File: src/hlt_pkg.sv
package hlt_pkg;

  // Walk runs this many steps past the end hex
  localparam int OVERSHOOT = 3;
  // Most hexes one trajectory may hold
  localparam int MAX_OUT   = 64;
  localparam int AW        = $clog2(MAX_OUT);
  localparam int CNT_W     = AW + 1;

  // Field widths
  localparam int IN_W    = 5;
  localparam int OUT_W   = 8;
  localparam int CUBE_W  = 7;   // cube coordinate of an input hex
  localparam int DIFF_W  = 8;   // difference of two cube coordinates
  localparam int D_W     = 6;   // hex distance, at most 62
  localparam int NUM_W   = 15;  // interpolation numerator, signed
  localparam int ROUND_W = 9;   // rounded coordinate, signed
  localparam int ERR_W   = 7;   // doubled rounding error numerator

  // Shared divider widths
  localparam int DVD_W   = 15;
  localparam int DSR_W   = 7;
  localparam int DCNT_W  = $clog2(DVD_W);

  typedef struct packed {
    logic             start;
    logic [DVD_W-1:0] dividend;
    logic [DSR_W-1:0] divisor;
  } div_req_t;

  typedef struct packed {
    logic             done;
    logic [DVD_W-1:0] quotient;
    logic [DSR_W-1:0] remainder;
  } div_rsp_t;

endpackage

File: src/hlt_divider.sv
// Restoring divider, one quotient bit per cycle
module hlt_divider (
  input  logic              clk_i,
  input  logic              rst_ni,
  input  hlt_pkg::div_req_t req_i,
  output hlt_pkg::div_rsp_t rsp_o
);

  logic                             busy_q;
  logic                             done_q;
  logic [hlt_pkg::DCNT_W-1:0]       cnt_q;
  logic [hlt_pkg::DSR_W-1:0]        rem_q;
  logic [hlt_pkg::DSR_W-1:0]        dsr_q;
  logic [hlt_pkg::DVD_W-1:0]        quo_q;
  logic [hlt_pkg::DSR_W:0]          trial;
  logic                             fits;

  // Shift in the next dividend bit and try the subtraction
  assign trial = {rem_q, quo_q[hlt_pkg::DVD_W-1]};
  assign fits  = trial >= {1'b0, dsr_q};

  always_ff @(posedge clk_i or negedge rst_ni) begin
    if (!rst_ni) begin
      busy_q <= 1'b0;
      done_q <= 1'b0;
      cnt_q  <= '0;
      rem_q  <= '0;
      dsr_q  <= '0;
      quo_q  <= '0;
    end else begin
      done_q <= 1'b0;
      if (req_i.start) begin
        busy_q <= 1'b1;
        cnt_q  <= '0;
        rem_q  <= '0;
        quo_q  <= req_i.dividend;
        dsr_q  <= req_i.divisor;
      end else if (busy_q) begin
        if (fits) begin
          rem_q <= hlt_pkg::DSR_W'(trial - {1'b0, dsr_q});
        end else begin
          rem_q <= trial[hlt_pkg::DSR_W-1:0];
        end
        quo_q <= {quo_q[hlt_pkg::DVD_W-2:0], fits};
        cnt_q <= cnt_q + 1'b1;
        if (cnt_q == hlt_pkg::DCNT_W'(hlt_pkg::DVD_W - 1)) begin
          busy_q <= 1'b0;
          done_q <= 1'b1;
        end
      end
    end
  end

  assign rsp_o.done      = done_q;
  assign rsp_o.quotient  = quo_q;
  assign rsp_o.remainder = rem_q;

endmodule

File: src/hex_line_trajectory.sv
// Hex line trajectory on an axial hex grid.
// Input channel (in_valid_i / in_stall_o) takes one transaction: a start and an
// end hex in axial (q, r). The output channel (out_valid_o / out_stall_i) then
// gives every distinct hex of the line walk, at most 64, start first, running
// three steps past the end hex; last_hex_o marks the final hex of the trajectory.
// Equal start and end give the start hex alone.
// Each walk step takes three rounded divisions through one serial divider and a
// duplicate scan over the hexes already produced, which reads a 64-entry hex
// store one entry at a time.
// One transaction is worked on at a time: in_stall_o stays high from accept
// until the last hex has been loaded into the output register.
// The output register holds a hex while out_stall_i is high; the walk waits
// for it before loading the next one, so nothing is dropped.
// Reset (rst_ni low, asynchronous) returns to idle and empties the output.
module hex_line_trajectory (
  input  logic                       clk_i,
  input  logic                       rst_ni,
  input  logic                       in_valid_i,
  output logic                       in_stall_o,
  input  logic signed [4:0]          start_q_i,
  input  logic signed [4:0]          start_r_i,
  input  logic signed [4:0]          end_q_i,
  input  logic signed [4:0]          end_r_i,
  output logic                       out_valid_o,
  input  logic                       out_stall_i,
  output logic signed [7:0]          hex_q_o,
  output logic signed [7:0]          hex_r_o,
  output logic                       last_hex_o
);

  typedef enum logic [3:0] {
    ST_IDLE,
    ST_SETUP,
    ST_DIV_GO,
    ST_DIV_WAIT,
    ST_PICK,
    ST_SCAN_RD,
    ST_SCAN_CMP,
    ST_NEW,
    ST_NEXT,
    ST_FINISH
  } state_e;

  localparam int HEX_W = 2 * hlt_pkg::OUT_W;

  state_e state_q;

  // Latched endpoints
  logic signed [hlt_pkg::IN_W-1:0]    q1_q, r1_q, q2_q, r2_q;

  // Walk state
  logic [hlt_pkg::D_W-1:0]            d_q;
  logic signed [hlt_pkg::NUM_W-1:0]   num_q [3];
  logic signed [hlt_pkg::DIFF_W-1:0]  dc_q [3];
  logic signed [hlt_pkg::ROUND_W-1:0] val_q [3];
  logic [hlt_pkg::ERR_W-1:0]          err_q [3];
  logic [1:0]                         k_q;
  logic [hlt_pkg::CNT_W:0]            i_q;
  logic [hlt_pkg::CNT_W-1:0]          n_q;
  logic [hlt_pkg::CNT_W-1:0]          idx_q;
  logic [HEX_W-1:0]                   cand_q;
  logic [HEX_W-1:0]                   pend_q;
  logic                               have_pend_q;

  // Output register
  logic                               out_valid_q;
  logic [hlt_pkg::OUT_W-1:0]          out_q_q, out_r_q;
  logic                               out_last_q;

  // Hex store
  logic [HEX_W-1:0]                   seen_mem [hlt_pkg::MAX_OUT];
  logic [HEX_W-1:0]                   rd_q;
  logic                               mem_we;

  hlt_pkg::div_req_t                  div_req;
  hlt_pkg::div_rsp_t                  div_rsp;

  // Setup arithmetic on the latched endpoints
  logic signed [hlt_pkg::CUBE_W-1:0]  q1_c, r1_c, s1_c, q2_c, r2_c, s2_c;
  logic signed [hlt_pkg::DIFF_W-1:0]  dq, dr, ds;
  logic [hlt_pkg::DIFF_W-1:0]         adq, adr, ads, dsum;
  logic [hlt_pkg::D_W-1:0]            d_calc;
  logic signed [hlt_pkg::D_W:0]       d_sgn;
  logic signed [hlt_pkg::NUM_W-1:0]   init_q, init_r, init_s;

  // Division operands and results
  logic signed [hlt_pkg::NUM_W-1:0]   num_k;
  logic [hlt_pkg::NUM_W-1:0]          num_abs;
  logic signed [hlt_pkg::ROUND_W-1:0] mag;
  logic signed [hlt_pkg::DIFF_W-1:0]  err_diff;
  logic [hlt_pkg::DIFF_W-1:0]         err_abs;

  // Hex pick
  logic signed [hlt_pkg::ROUND_W-1:0] fq, fr;

  // Step control
  logic [hlt_pkg::CNT_W:0]            i_limit;
  logic                               can_load;

  assign q1_c = hlt_pkg::CUBE_W'(q1_q);
  assign r1_c = hlt_pkg::CUBE_W'(r1_q);
  assign q2_c = hlt_pkg::CUBE_W'(q2_q);
  assign r2_c = hlt_pkg::CUBE_W'(r2_q);
  assign s1_c = -q1_c - r1_c;
  assign s2_c = -q2_c - r2_c;

  assign dq = hlt_pkg::DIFF_W'(q2_c) - hlt_pkg::DIFF_W'(q1_c);
  assign dr = hlt_pkg::DIFF_W'(r2_c) - hlt_pkg::DIFF_W'(r1_c);
  assign ds = hlt_pkg::DIFF_W'(s2_c) - hlt_pkg::DIFF_W'(s1_c);

  assign adq    = dq[hlt_pkg::DIFF_W-1] ? hlt_pkg::DIFF_W'(-dq) : hlt_pkg::DIFF_W'(dq);
  assign adr    = dr[hlt_pkg::DIFF_W-1] ? hlt_pkg::DIFF_W'(-dr) : hlt_pkg::DIFF_W'(dr);
  assign ads    = ds[hlt_pkg::DIFF_W-1] ? hlt_pkg::DIFF_W'(-ds) : hlt_pkg::DIFF_W'(ds);
  assign dsum   = adq + adr + ads;
  assign d_calc = dsum[hlt_pkg::D_W:1];
  assign d_sgn  = $signed({1'b0, d_calc});

  // Start numerators c1 * d
  assign init_q = hlt_pkg::NUM_W'(q1_c * d_sgn);
  assign init_r = hlt_pkg::NUM_W'(r1_c * d_sgn);
  assign init_s = hlt_pkg::NUM_W'(s1_c * d_sgn);

  // Round half away from zero: mag = (2|num| + d) / (2d)
  assign num_k   = num_q[k_q];
  assign num_abs = num_k[hlt_pkg::NUM_W-1] ? hlt_pkg::NUM_W'(-num_k)
                                           : hlt_pkg::NUM_W'(num_k);
  assign div_req.start    = (state_q == ST_DIV_GO);
  assign div_req.dividend = hlt_pkg::DVD_W'({num_abs, 1'b0}) + hlt_pkg::DVD_W'(d_q);
  assign div_req.divisor  = hlt_pkg::DSR_W'({d_q, 1'b0});

  hlt_divider u_div (
    .clk_i  (clk_i),
    .rst_ni (rst_ni),
    .req_i  (div_req),
    .rsp_o  (div_rsp)
  );

  // Rounded value and doubled error |d - rem|
  assign mag = $signed({1'b0, div_rsp.quotient[hlt_pkg::OUT_W-1:0]});
  assign err_diff = $signed(hlt_pkg::DIFF_W'(d_q))
                  - $signed(hlt_pkg::DIFF_W'(div_rsp.remainder));
  assign err_abs  = err_diff[hlt_pkg::DIFF_W-1] ? hlt_pkg::DIFF_W'(-err_diff)
                                                : hlt_pkg::DIFF_W'(err_diff);

  // Rebuild the coordinate with the largest error; ties favor q, then r
  always_comb begin
    if (err_q[0] >= err_q[1] && err_q[0] >= err_q[2]) begin
      fq = -val_q[1] - val_q[2];
      fr = val_q[1];
    end else if (err_q[1] >= err_q[2]) begin
      fq = val_q[0];
      fr = -val_q[0] - val_q[2];
    end else begin
      fq = val_q[0];
      fr = val_q[1];
    end
  end

  assign i_limit    = (hlt_pkg::CNT_W + 1)'(d_q) + (hlt_pkg::CNT_W + 1)'(hlt_pkg::OVERSHOOT);
  assign can_load   = !out_valid_q || !out_stall_i;
  assign mem_we     = (state_q == ST_NEW) && (!have_pend_q || can_load);
  assign in_stall_o = (state_q != ST_IDLE);

  // Hex store: written at the fill count, read during the scan
  always_ff @(posedge clk_i) begin
    if (mem_we) begin
      seen_mem[n_q[hlt_pkg::AW-1:0]] <= cand_q;
    end
    rd_q <= seen_mem[idx_q[hlt_pkg::AW-1:0]];
  end

  // Sequencer
  always_ff @(posedge clk_i or negedge rst_ni) begin
    if (!rst_ni) begin
      state_q     <= ST_IDLE;
      q1_q        <= '0;
      r1_q        <= '0;
      q2_q        <= '0;
      r2_q        <= '0;
      d_q         <= '0;
      k_q         <= '0;
      i_q         <= '0;
      n_q         <= '0;
      idx_q       <= '0;
      cand_q      <= '0;
      pend_q      <= '0;
      have_pend_q <= 1'b0;
      out_valid_q <= 1'b0;
      out_q_q     <= '0;
      out_r_q     <= '0;
      out_last_q  <= 1'b0;
      for (int c = 0; c < 3; c++) begin
        num_q[c] <= '0;
        dc_q[c]  <= '0;
        val_q[c] <= '0;
        err_q[c] <= '0;
      end
    end else begin
      // Output register drains on transaction
      if (out_valid_q && !out_stall_i) begin
        out_valid_q <= 1'b0;
      end

      case (state_q)
        ST_IDLE: begin
          if (in_valid_i) begin
            q1_q    <= start_q_i;
            r1_q    <= start_r_i;
            q2_q    <= end_q_i;
            r2_q    <= end_r_i;
            state_q <= ST_SETUP;
          end
        end

        ST_SETUP: begin
          d_q         <= d_calc;
          num_q[0]    <= init_q;
          num_q[1]    <= init_r;
          num_q[2]    <= init_s;
          dc_q[0]     <= dq;
          dc_q[1]     <= dr;
          dc_q[2]     <= ds;
          i_q         <= '0;
          n_q         <= '0;
          k_q         <= '0;
          have_pend_q <= 1'b0;
          if (d_calc == '0) begin
            pend_q      <= {hlt_pkg::OUT_W'(q1_q), hlt_pkg::OUT_W'(r1_q)};
            have_pend_q <= 1'b1;
            state_q     <= ST_FINISH;
          end else begin
            state_q <= ST_DIV_GO;
          end
        end

        ST_DIV_GO: begin
          state_q <= ST_DIV_WAIT;
        end

        ST_DIV_WAIT: begin
          if (div_rsp.done) begin
            val_q[k_q] <= num_k[hlt_pkg::NUM_W-1] ? -mag : mag;
            err_q[k_q] <= err_abs[hlt_pkg::ERR_W-1:0];
            if (k_q == 2'd2) begin
              state_q <= ST_PICK;
            end else begin
              k_q     <= k_q + 1'b1;
              state_q <= ST_DIV_GO;
            end
          end
        end

        ST_PICK: begin
          cand_q  <= {fq[hlt_pkg::OUT_W-1:0], fr[hlt_pkg::OUT_W-1:0]};
          idx_q   <= '0;
          state_q <= ST_SCAN_RD;
        end

        ST_SCAN_RD: begin
          if (idx_q == n_q) begin
            state_q <= ST_NEW;
          end else begin
            state_q <= ST_SCAN_CMP;
          end
        end

        ST_SCAN_CMP: begin
          if (rd_q == cand_q) begin
            state_q <= ST_NEXT;
          end else begin
            idx_q   <= idx_q + 1'b1;
            state_q <= ST_SCAN_RD;
          end
        end

        ST_NEW: begin
          if (mem_we) begin
            // Previous hex is now known not to be the last
            if (have_pend_q) begin
              out_valid_q <= 1'b1;
              out_q_q     <= pend_q[HEX_W-1:hlt_pkg::OUT_W];
              out_r_q     <= pend_q[hlt_pkg::OUT_W-1:0];
              out_last_q  <= 1'b0;
            end
            pend_q      <= cand_q;
            have_pend_q <= 1'b1;
            n_q         <= n_q + 1'b1;
            if (n_q == hlt_pkg::CNT_W'(hlt_pkg::MAX_OUT - 1)) begin
              state_q <= ST_FINISH;
            end else begin
              state_q <= ST_NEXT;
            end
          end
        end

        ST_NEXT: begin
          for (int c = 0; c < 3; c++) begin
            num_q[c] <= num_q[c] + hlt_pkg::NUM_W'(dc_q[c]);
          end
          i_q <= i_q + 1'b1;
          k_q <= '0;
          if (i_q >= i_limit) begin
            state_q <= ST_FINISH;
          end else begin
            state_q <= ST_DIV_GO;
          end
        end

        ST_FINISH: begin
          if (can_load) begin
            out_valid_q <= 1'b1;
            out_q_q     <= pend_q[HEX_W-1:hlt_pkg::OUT_W];
            out_r_q     <= pend_q[hlt_pkg::OUT_W-1:0];
            out_last_q  <= 1'b1;
            have_pend_q <= 1'b0;
            state_q     <= ST_IDLE;
          end
        end

        default: begin
          state_q <= ST_IDLE;
        end
      endcase
    end
  end

  assign out_valid_o = out_valid_q;
  assign hex_q_o     = $signed(out_q_q);
  assign hex_r_o     = $signed(out_r_q);
  assign last_hex_o  = out_last_q;

endmodule
File: config.mk
export PLATFORM = sky130hd
export DESIGN_NAME = hex_line_trajectory
export DESIGN_NICKNAME = d
export VERILOG_FILES = /design/src/hlt_pkg.sv /design/src/hlt_divider.sv /design/src/hex_line_trajectory.sv
export SDC_FILE = /design/constraint.sdc
export NUM_CORES = 2
export LEC_CHECK = 0
export BUFFER_PORTS_ARGS = -buffer_cell sky130_fd_sc_hd__buf_2
export CAP_MARGIN = 20
export CORE_MARGIN = 2
export CORE_UTILIZATION = 45
export CTS_BUF_LIST = sky130_fd_sc_hd__clkbuf_8
export DETAILED_ROUTE_END_ITERATION = 8
export PLACE_DENSITY = 0.58
export SLEW_MARGIN = 40
export SYNTH_ARGS = -nofsm -noshare
export SYNTH_HDL_FRONTEND = slang
export SYNTH_SLANG_ARGS = --single-unit
File: constraint.sdc
create_clock -name clk_i -period 10.7 [get_ports clk_i]
set_input_delay 2.14 -clock clk_i [delete_from_list [all_inputs] [get_ports clk_i]]
set_output_delay 2.14 -clock clk_i [all_outputs]
set_load 0.03 [all_outputs]
======== Word level (Yosys, flattened, before mapping) ========
Memories as Yosys holds them, arrays and structs flattened. A register that Yosys moved wholly into a read port is not among the register bits.
Cells that the tools add are included.
word-level totals
  output and inout bits ................... 19
  RAM bits ................................ 1024
  word-level logic and storage cells ...... 206
  register bits ........................... 252
  memories ................................ 1
  input bits .............................. 24
memories
  name      depth  bits a word  read ports  clocked after Yosys merged registers in  wr ports  RTL line                   text
  seen_mem  64     16           1           1                                        1         hex_line_trajectory.sv:71  logic [HEX_W-1:0] seen_mem [hlt_pkg::MAX_OUT];
cells by class
  bitwise logic cells ..................... 1
  multiply operators ...................... 3
  $add $sub $neg .......................... 31
  reductions and logical operators ........ 29
  $lt $le $gt $ge ......................... 7
  muxes and demuxes ....................... 77
  equality and inequality tests ........... 22
operators by type and width
  cell                  count
  $pmux W45 S2          1
  $mux W8               9
  $mux W7               10
  $mux W15              4
  $pmux W8 S2           3
  $add A15 B6 Y15       3
  $pmux W4 S10          1
  $mux W4               9
  $mux W16              2
  $pmux W16 S2          1
  $bmux W15 S2          1
  $pmux W7 S2           2
  $bwmux W27            1
  $mul A5 B7 Y12        2
  $bwmux W21            1
  $ge A7 B7 Y1          3
  $mux W1               20
  $demux W9 S2          1
  $mux W9               2
  $eq A16 B16 Y1        1
  $eq A4 B3 Y1 const B  4
  $ge A8 B7 Y1          2
  $neg A8 Y8            2
  $sub A8 B8 Y8         2
  48 further kinds      83

======== Depth between registers and ports, before layout ========
  depth in word-level cells ............... 9
  depth in mapped cells ................... 47
  depth with buffers taken out ............ 47

======== Cells and area by module ========
From an unflattened synthesis, not the netlist that was laid out.
second synthesis, totals
  cell total of the unflattened synthesis .. 3883
  area total of the unflattened synthesis .. 60546.8 um2
by module, submodules not included
  module               instances  area each (um2)  cells an instance
  hex_line_trajectory  1          58529.9          3676
  hlt_divider          1          2016.9           207

======== Least setup slack after synthesis ========
No wires, ideal clock.
  path kind ............................... register to register
  from .................................... register q1_q[2] (netlist name)
  to ...................................... register num_q[14] (netlist name)
  setup slack ............................. 0.324 ns
  stages on the path, launching flop included .. 44
  arrival ................................. 10.276 ns
  clock period less this slack ............ 10.376 ns
  cells stage by stage .................... dfrtp_1 clkbuf_1 inv_1 ha_1 ha_1 a21o_1 a21oi_1 nor2b_1 a2bb2oi_1 o31ai_1 inv_1 fa_1 ha_1 ha_1 a21oi_1 xnor2_1 nor2_1 xnor2_1 [... 8 more ...] xnor2_1 xor2_1 clkbuf_1 nor2_1 ha_1 fa_1 fa_1 inv_1 fa_1 inv_1 ha_1 a2111oi_0 nor3_1 a2111oi_0 a21oi_1 xnor2_1 nor2_1 a311oi_1
between the ends
  longest elaborated chain between the ends .. 8
RTL lines
  item                           RTL line                    text
  start, declared                hex_line_trajectory.sv:49   logic signed [hlt_pkg::IN_W-1:0] q1_q, r1_q, q2_q, r2_q;
  start signal, assigned         hex_line_trajectory.sv:207  q1_q <= start_q_i;
  $neg A5 Y7                     hex_line_trajectory.sv:104  assign s1_c = -q1_c - r1_c;
  $sub A7 B5 Y7                  hex_line_trajectory.sv:104
  $sub A7 B7 Y8                  hex_line_trajectory.sv:109  assign ds = hlt_pkg::DIFF_W'(s2_c) - hlt_pkg::DIFF_W'(s1_c);
  $neg A7 Y7                     hex_line_trajectory.sv:113  assign ads = ds[hlt_pkg::DIFF_W-1] ? hlt_pkg::DIFF_W'(-ds) : hlt_pkg::DIFF_W'(ds);
  $mux W7                        hex_line_trajectory.sv:113
  $add A7 B7 Y7                  hex_line_trajectory.sv:114  assign dsum = adq + adr + ads;
  $mul A7 B7 Y14 (*)             hex_line_trajectory.sv:121  assign init_s = hlt_pkg::NUM_W'(s1_c * d_sgn);
  $pmux W45 S2 (*)               hex_line_trajectory.sv:204  case (state_q)
  end signal, assigned by index  hex_line_trajectory.sv:298  num_q[c] <= num_q[c] + hlt_pkg::NUM_W'(dc_q[c]);
  end, declared                  hex_line_trajectory.sv:53   logic signed [hlt_pkg::NUM_W-1:0] num_q [3];
Every way passes the cells marked *; elsewhere a longest branch is shown, timed or not.
A chain may end at the register's enable or synchronous reset.

======== Final worst setup path ========
  from .................................... register q1_q[1] (netlist name)
  to ...................................... register num_q[14] (netlist name)
Same word-level chain as after synthesis.

==> metrics.yaml <==
place:
  dpl-instance-area_um2: 63500
  gp_congestion: 0.836
  io_buffers: 42
  dp_hpwl_um: 92300
global_route:
  antenna_found_initial: 4
  grt_first_pass_wirelength_um: 221000
  grtUsageTotal_pct: 21.5
  grt_pass1_vias: 34688
  overflow: 0
  grt_max_degree: 78
outcome:
  status: "completed"
sta:
  whs_ps: 475
  setup_viol: 0
  post-route-period-util_pct: 94.9
  max_slew_margin_pct: 44.5
  timing_hold_violations_final: 0
  max_freq_mhz: 98.5
  fin_worst_skew_ps: 53.0
  min_period_ps: 10150
  maxSlewViolCount: 0
  worst_slew_pin_slew_ps: 832
  setup_tns_ps: 0
synthesis:
  yosysMostFrequentCell: "edfxtp_1"
  synth_flop_cell: "edfxtp_1"
  ys_async_sr_fraction_pct: 19.3
  yosysWarnings: 0
  yosysSeqAreaShare_pct: 61.7
  synthTopCellsByArea: "edfxtp_1 (51%), mux4_2 (13%), dfrtp_1 (10%)"
  synth_fp_nets: 4241
  synth_common_cells: "edfxtp_1 (1024), mux4_2 (336), dfrtp_1 (249)"
  syn_inst: 3892
  synth_seq_cells: 1289
  ys_types: 87
  synth_edf_count: 1024
  synth_area_um2: 60500
  yosys.area.top_type: "edfxtp_1"
  synth_top_cell_area_share_pct: 50.9
  syn_avg_cell_area_um2: 15.5
layout:
  drive_gt1_share_pct: 21.0
  fillers: 11295
  fin_util_pct: 50.6
  syn_to_final_growth_pct: 11.7
  design_area_um2: 67600
  nets: 4470
flow_run:
  maxCapViolCount: 0
floorplan:
  dieArea_um2: 137000
  coreArea_um2: 133000
  ioPinCount: 43
  start_util_pct: 45.3
  die_x_um: 371
  fp-row-count: 134
  die_y_um: 371
clock_network:
  cts.path.max_buffers: 3
  cts_tree: "yes"
  clkLatencyLatePin_ps: 920
  cts_inserted_buffers: 209
  root_buffer: "clkbuf_8"
  h-tree-depth: 4
  clk_pin_slew_worst_paths_ps: 70
  cts_sinks: 1289
  ctsHoldBuffers: 0
route:
  first_pass_iters: 5
  drtAntennaViolNets: 0
  routed_wl_um: 145000
  post_drt_via_cell_ratio: 5.55
  drt_iter0_drc: 2644
  route.detailed.drc: 0
  wl_per_cell_um: 23.8
  via_count: 33652
setup_path:
  arrival_ps: 10960
  startpoint: "q1_q[1]$_DFFE_PN0P_"
  cp_max_fo: 6
  crit_path_frequent_cell: "inv_1"
  critPathSlowestCell: "a2111oi_0"
  end_kind: "flop"
  criticalPathCategory: "flop to flop"
  cp.required_ps: 11510
  worstReg2RegStart: "q1_q[1]$_DFFE_PN0P_"
  startpoint_type: "flop"
  slowest_delay_ps: 600
hold_path:
  hp-start: "val_q[11]$_DFFE_PN0P_"
  hold_path.class: "flop to flop"
pwr:
  ir_drop_mv: 0.134
  cellLeakagePower_uw: 0.0277
  cellPowerDensity_nw_per_um2: 139
## critical path: cells and delay by family, from the launching register on
kind / cells / cell delay [ps]
adder cells (fa/ha/maj): 13 / 4730
AO/OA/AOI/OAI: 12 / 2710
XOR/XNOR: 7 / 1240
buffers and inverters: 9 / 500
AND/OR/NAND/NOR: 4 / 480
flip-flops: 1 / 390
## flip-flops by register name, indices dropped and copies added (netlist names), 4 cells and up
register     count
q2_q             5
i_q              8
pend_q          16
n_q              7
idx_q            7
num_q           45
q1_q             5
hex_q_o          8
hex_r_o          8
u_div.dsr_q      6
val_q           24
seen_mem      1024
u_div.rem_q      7
u_div.cnt_q      4
dc_q            20
rd_q            16
d_q              6
r1_q             5
u_div.quo_q     15
err_q           21
r2_q             5
cand_q          16
state_q          4
## cells by family after synthesis
group           Yosys count  synth area share (%)
xor+xnor                181                  2.63
compound gates          503                  5.28
fa+ha+maj               325                  7.72
buf+inv                 411                  2.63
simple gates            736                  5.58
mux                     447                  14.5
flops                  1289                  61.7
## area by class of cell
cell class / instances / area (um2) / area share, %
repair buffers: 181 / 1430 / 2.11
clock buffers: 223 / 3070 / 4.54
inverters: 248 / 933 / 1.38
multi-input cells: 2192 / 21700 / 32.2
well taps: 1768 / 2210 / 3.27
flip-flops and latches: 1289 / 37300 / 55.3
diodes: 3 / 7.51 / 0.0111
clock inverters: 159 / 850 / 1.26
## stage by stage
stage	total power, uW	setup WS (ps)	instances
floorplan	5450	324	3892
global placement	5480	120	5670
detailed placement	5480	-36.0	5676
CTS	9480	127	6058
global route	9700	-149	6063
finish	9370	550	6063
## worst paths after layout
check / end / slack (ps) / cells past startpoint
worst max register to register: num_q[14]$_DFFE_PN0N_ / 550 / 45
min in group asynchronous: err_q[0]$_DFFE_PN0P_ / 1170 / 1
max in group asynchronous: hex_q_o[1]$_DFFE_PN0P_ / 7840 / 3
worst min register to register: val_q[11]$_DFFE_PN0P_ / 480 / 2
worst min-delay path: val_q[11]$_DFFE_PN0P_ / 480 / 2
worst max-delay path: num_q[14]$_DFFE_PN0N_ / 550 / 45
## what timing repair did
item,CTS,global route
setup buffers,0,2
gates resized for setup,1,11
pin swaps,0,6
setup endpoints to repair,1,15
## power by group
part | switching, uW | internal [uW]
combinational | 21.5 | 4.46
clock | 2010 | 1990
sequential | 0.0000000000000100 | 5350
## cell usage in the layout (no fill, tap or decap), types with 32 or more instances in the layout
cell	instances
mux2i_1	54
fa_1	80
nand2_1	243
mux2_2	53
edfxtp_1	1024
ha_1	244
buf_2	41
a21oi_1	112
clkbuf_8	223
nand3_1	32
clkinv_1	41
a21o_1	45
inv_1	327
xnor2_1	115
o21ai_0	175
nor2b_1	39
nor2_1	227
dfrtp_1	229
mux4_2	336
buf_4	124
xor2_1	59
nor3_1	39
## layer usage
layer	up-vias	GRT usage, %	part of all wire (%)
li1	15283	-	-
met1	17337	29.2	43
met2	814	35.8	50
met3	218	3.23	4.6
met4	0	6.80	2.6
met5	-	0	0
Note: power is estimated with default switching activity, not from simulation.
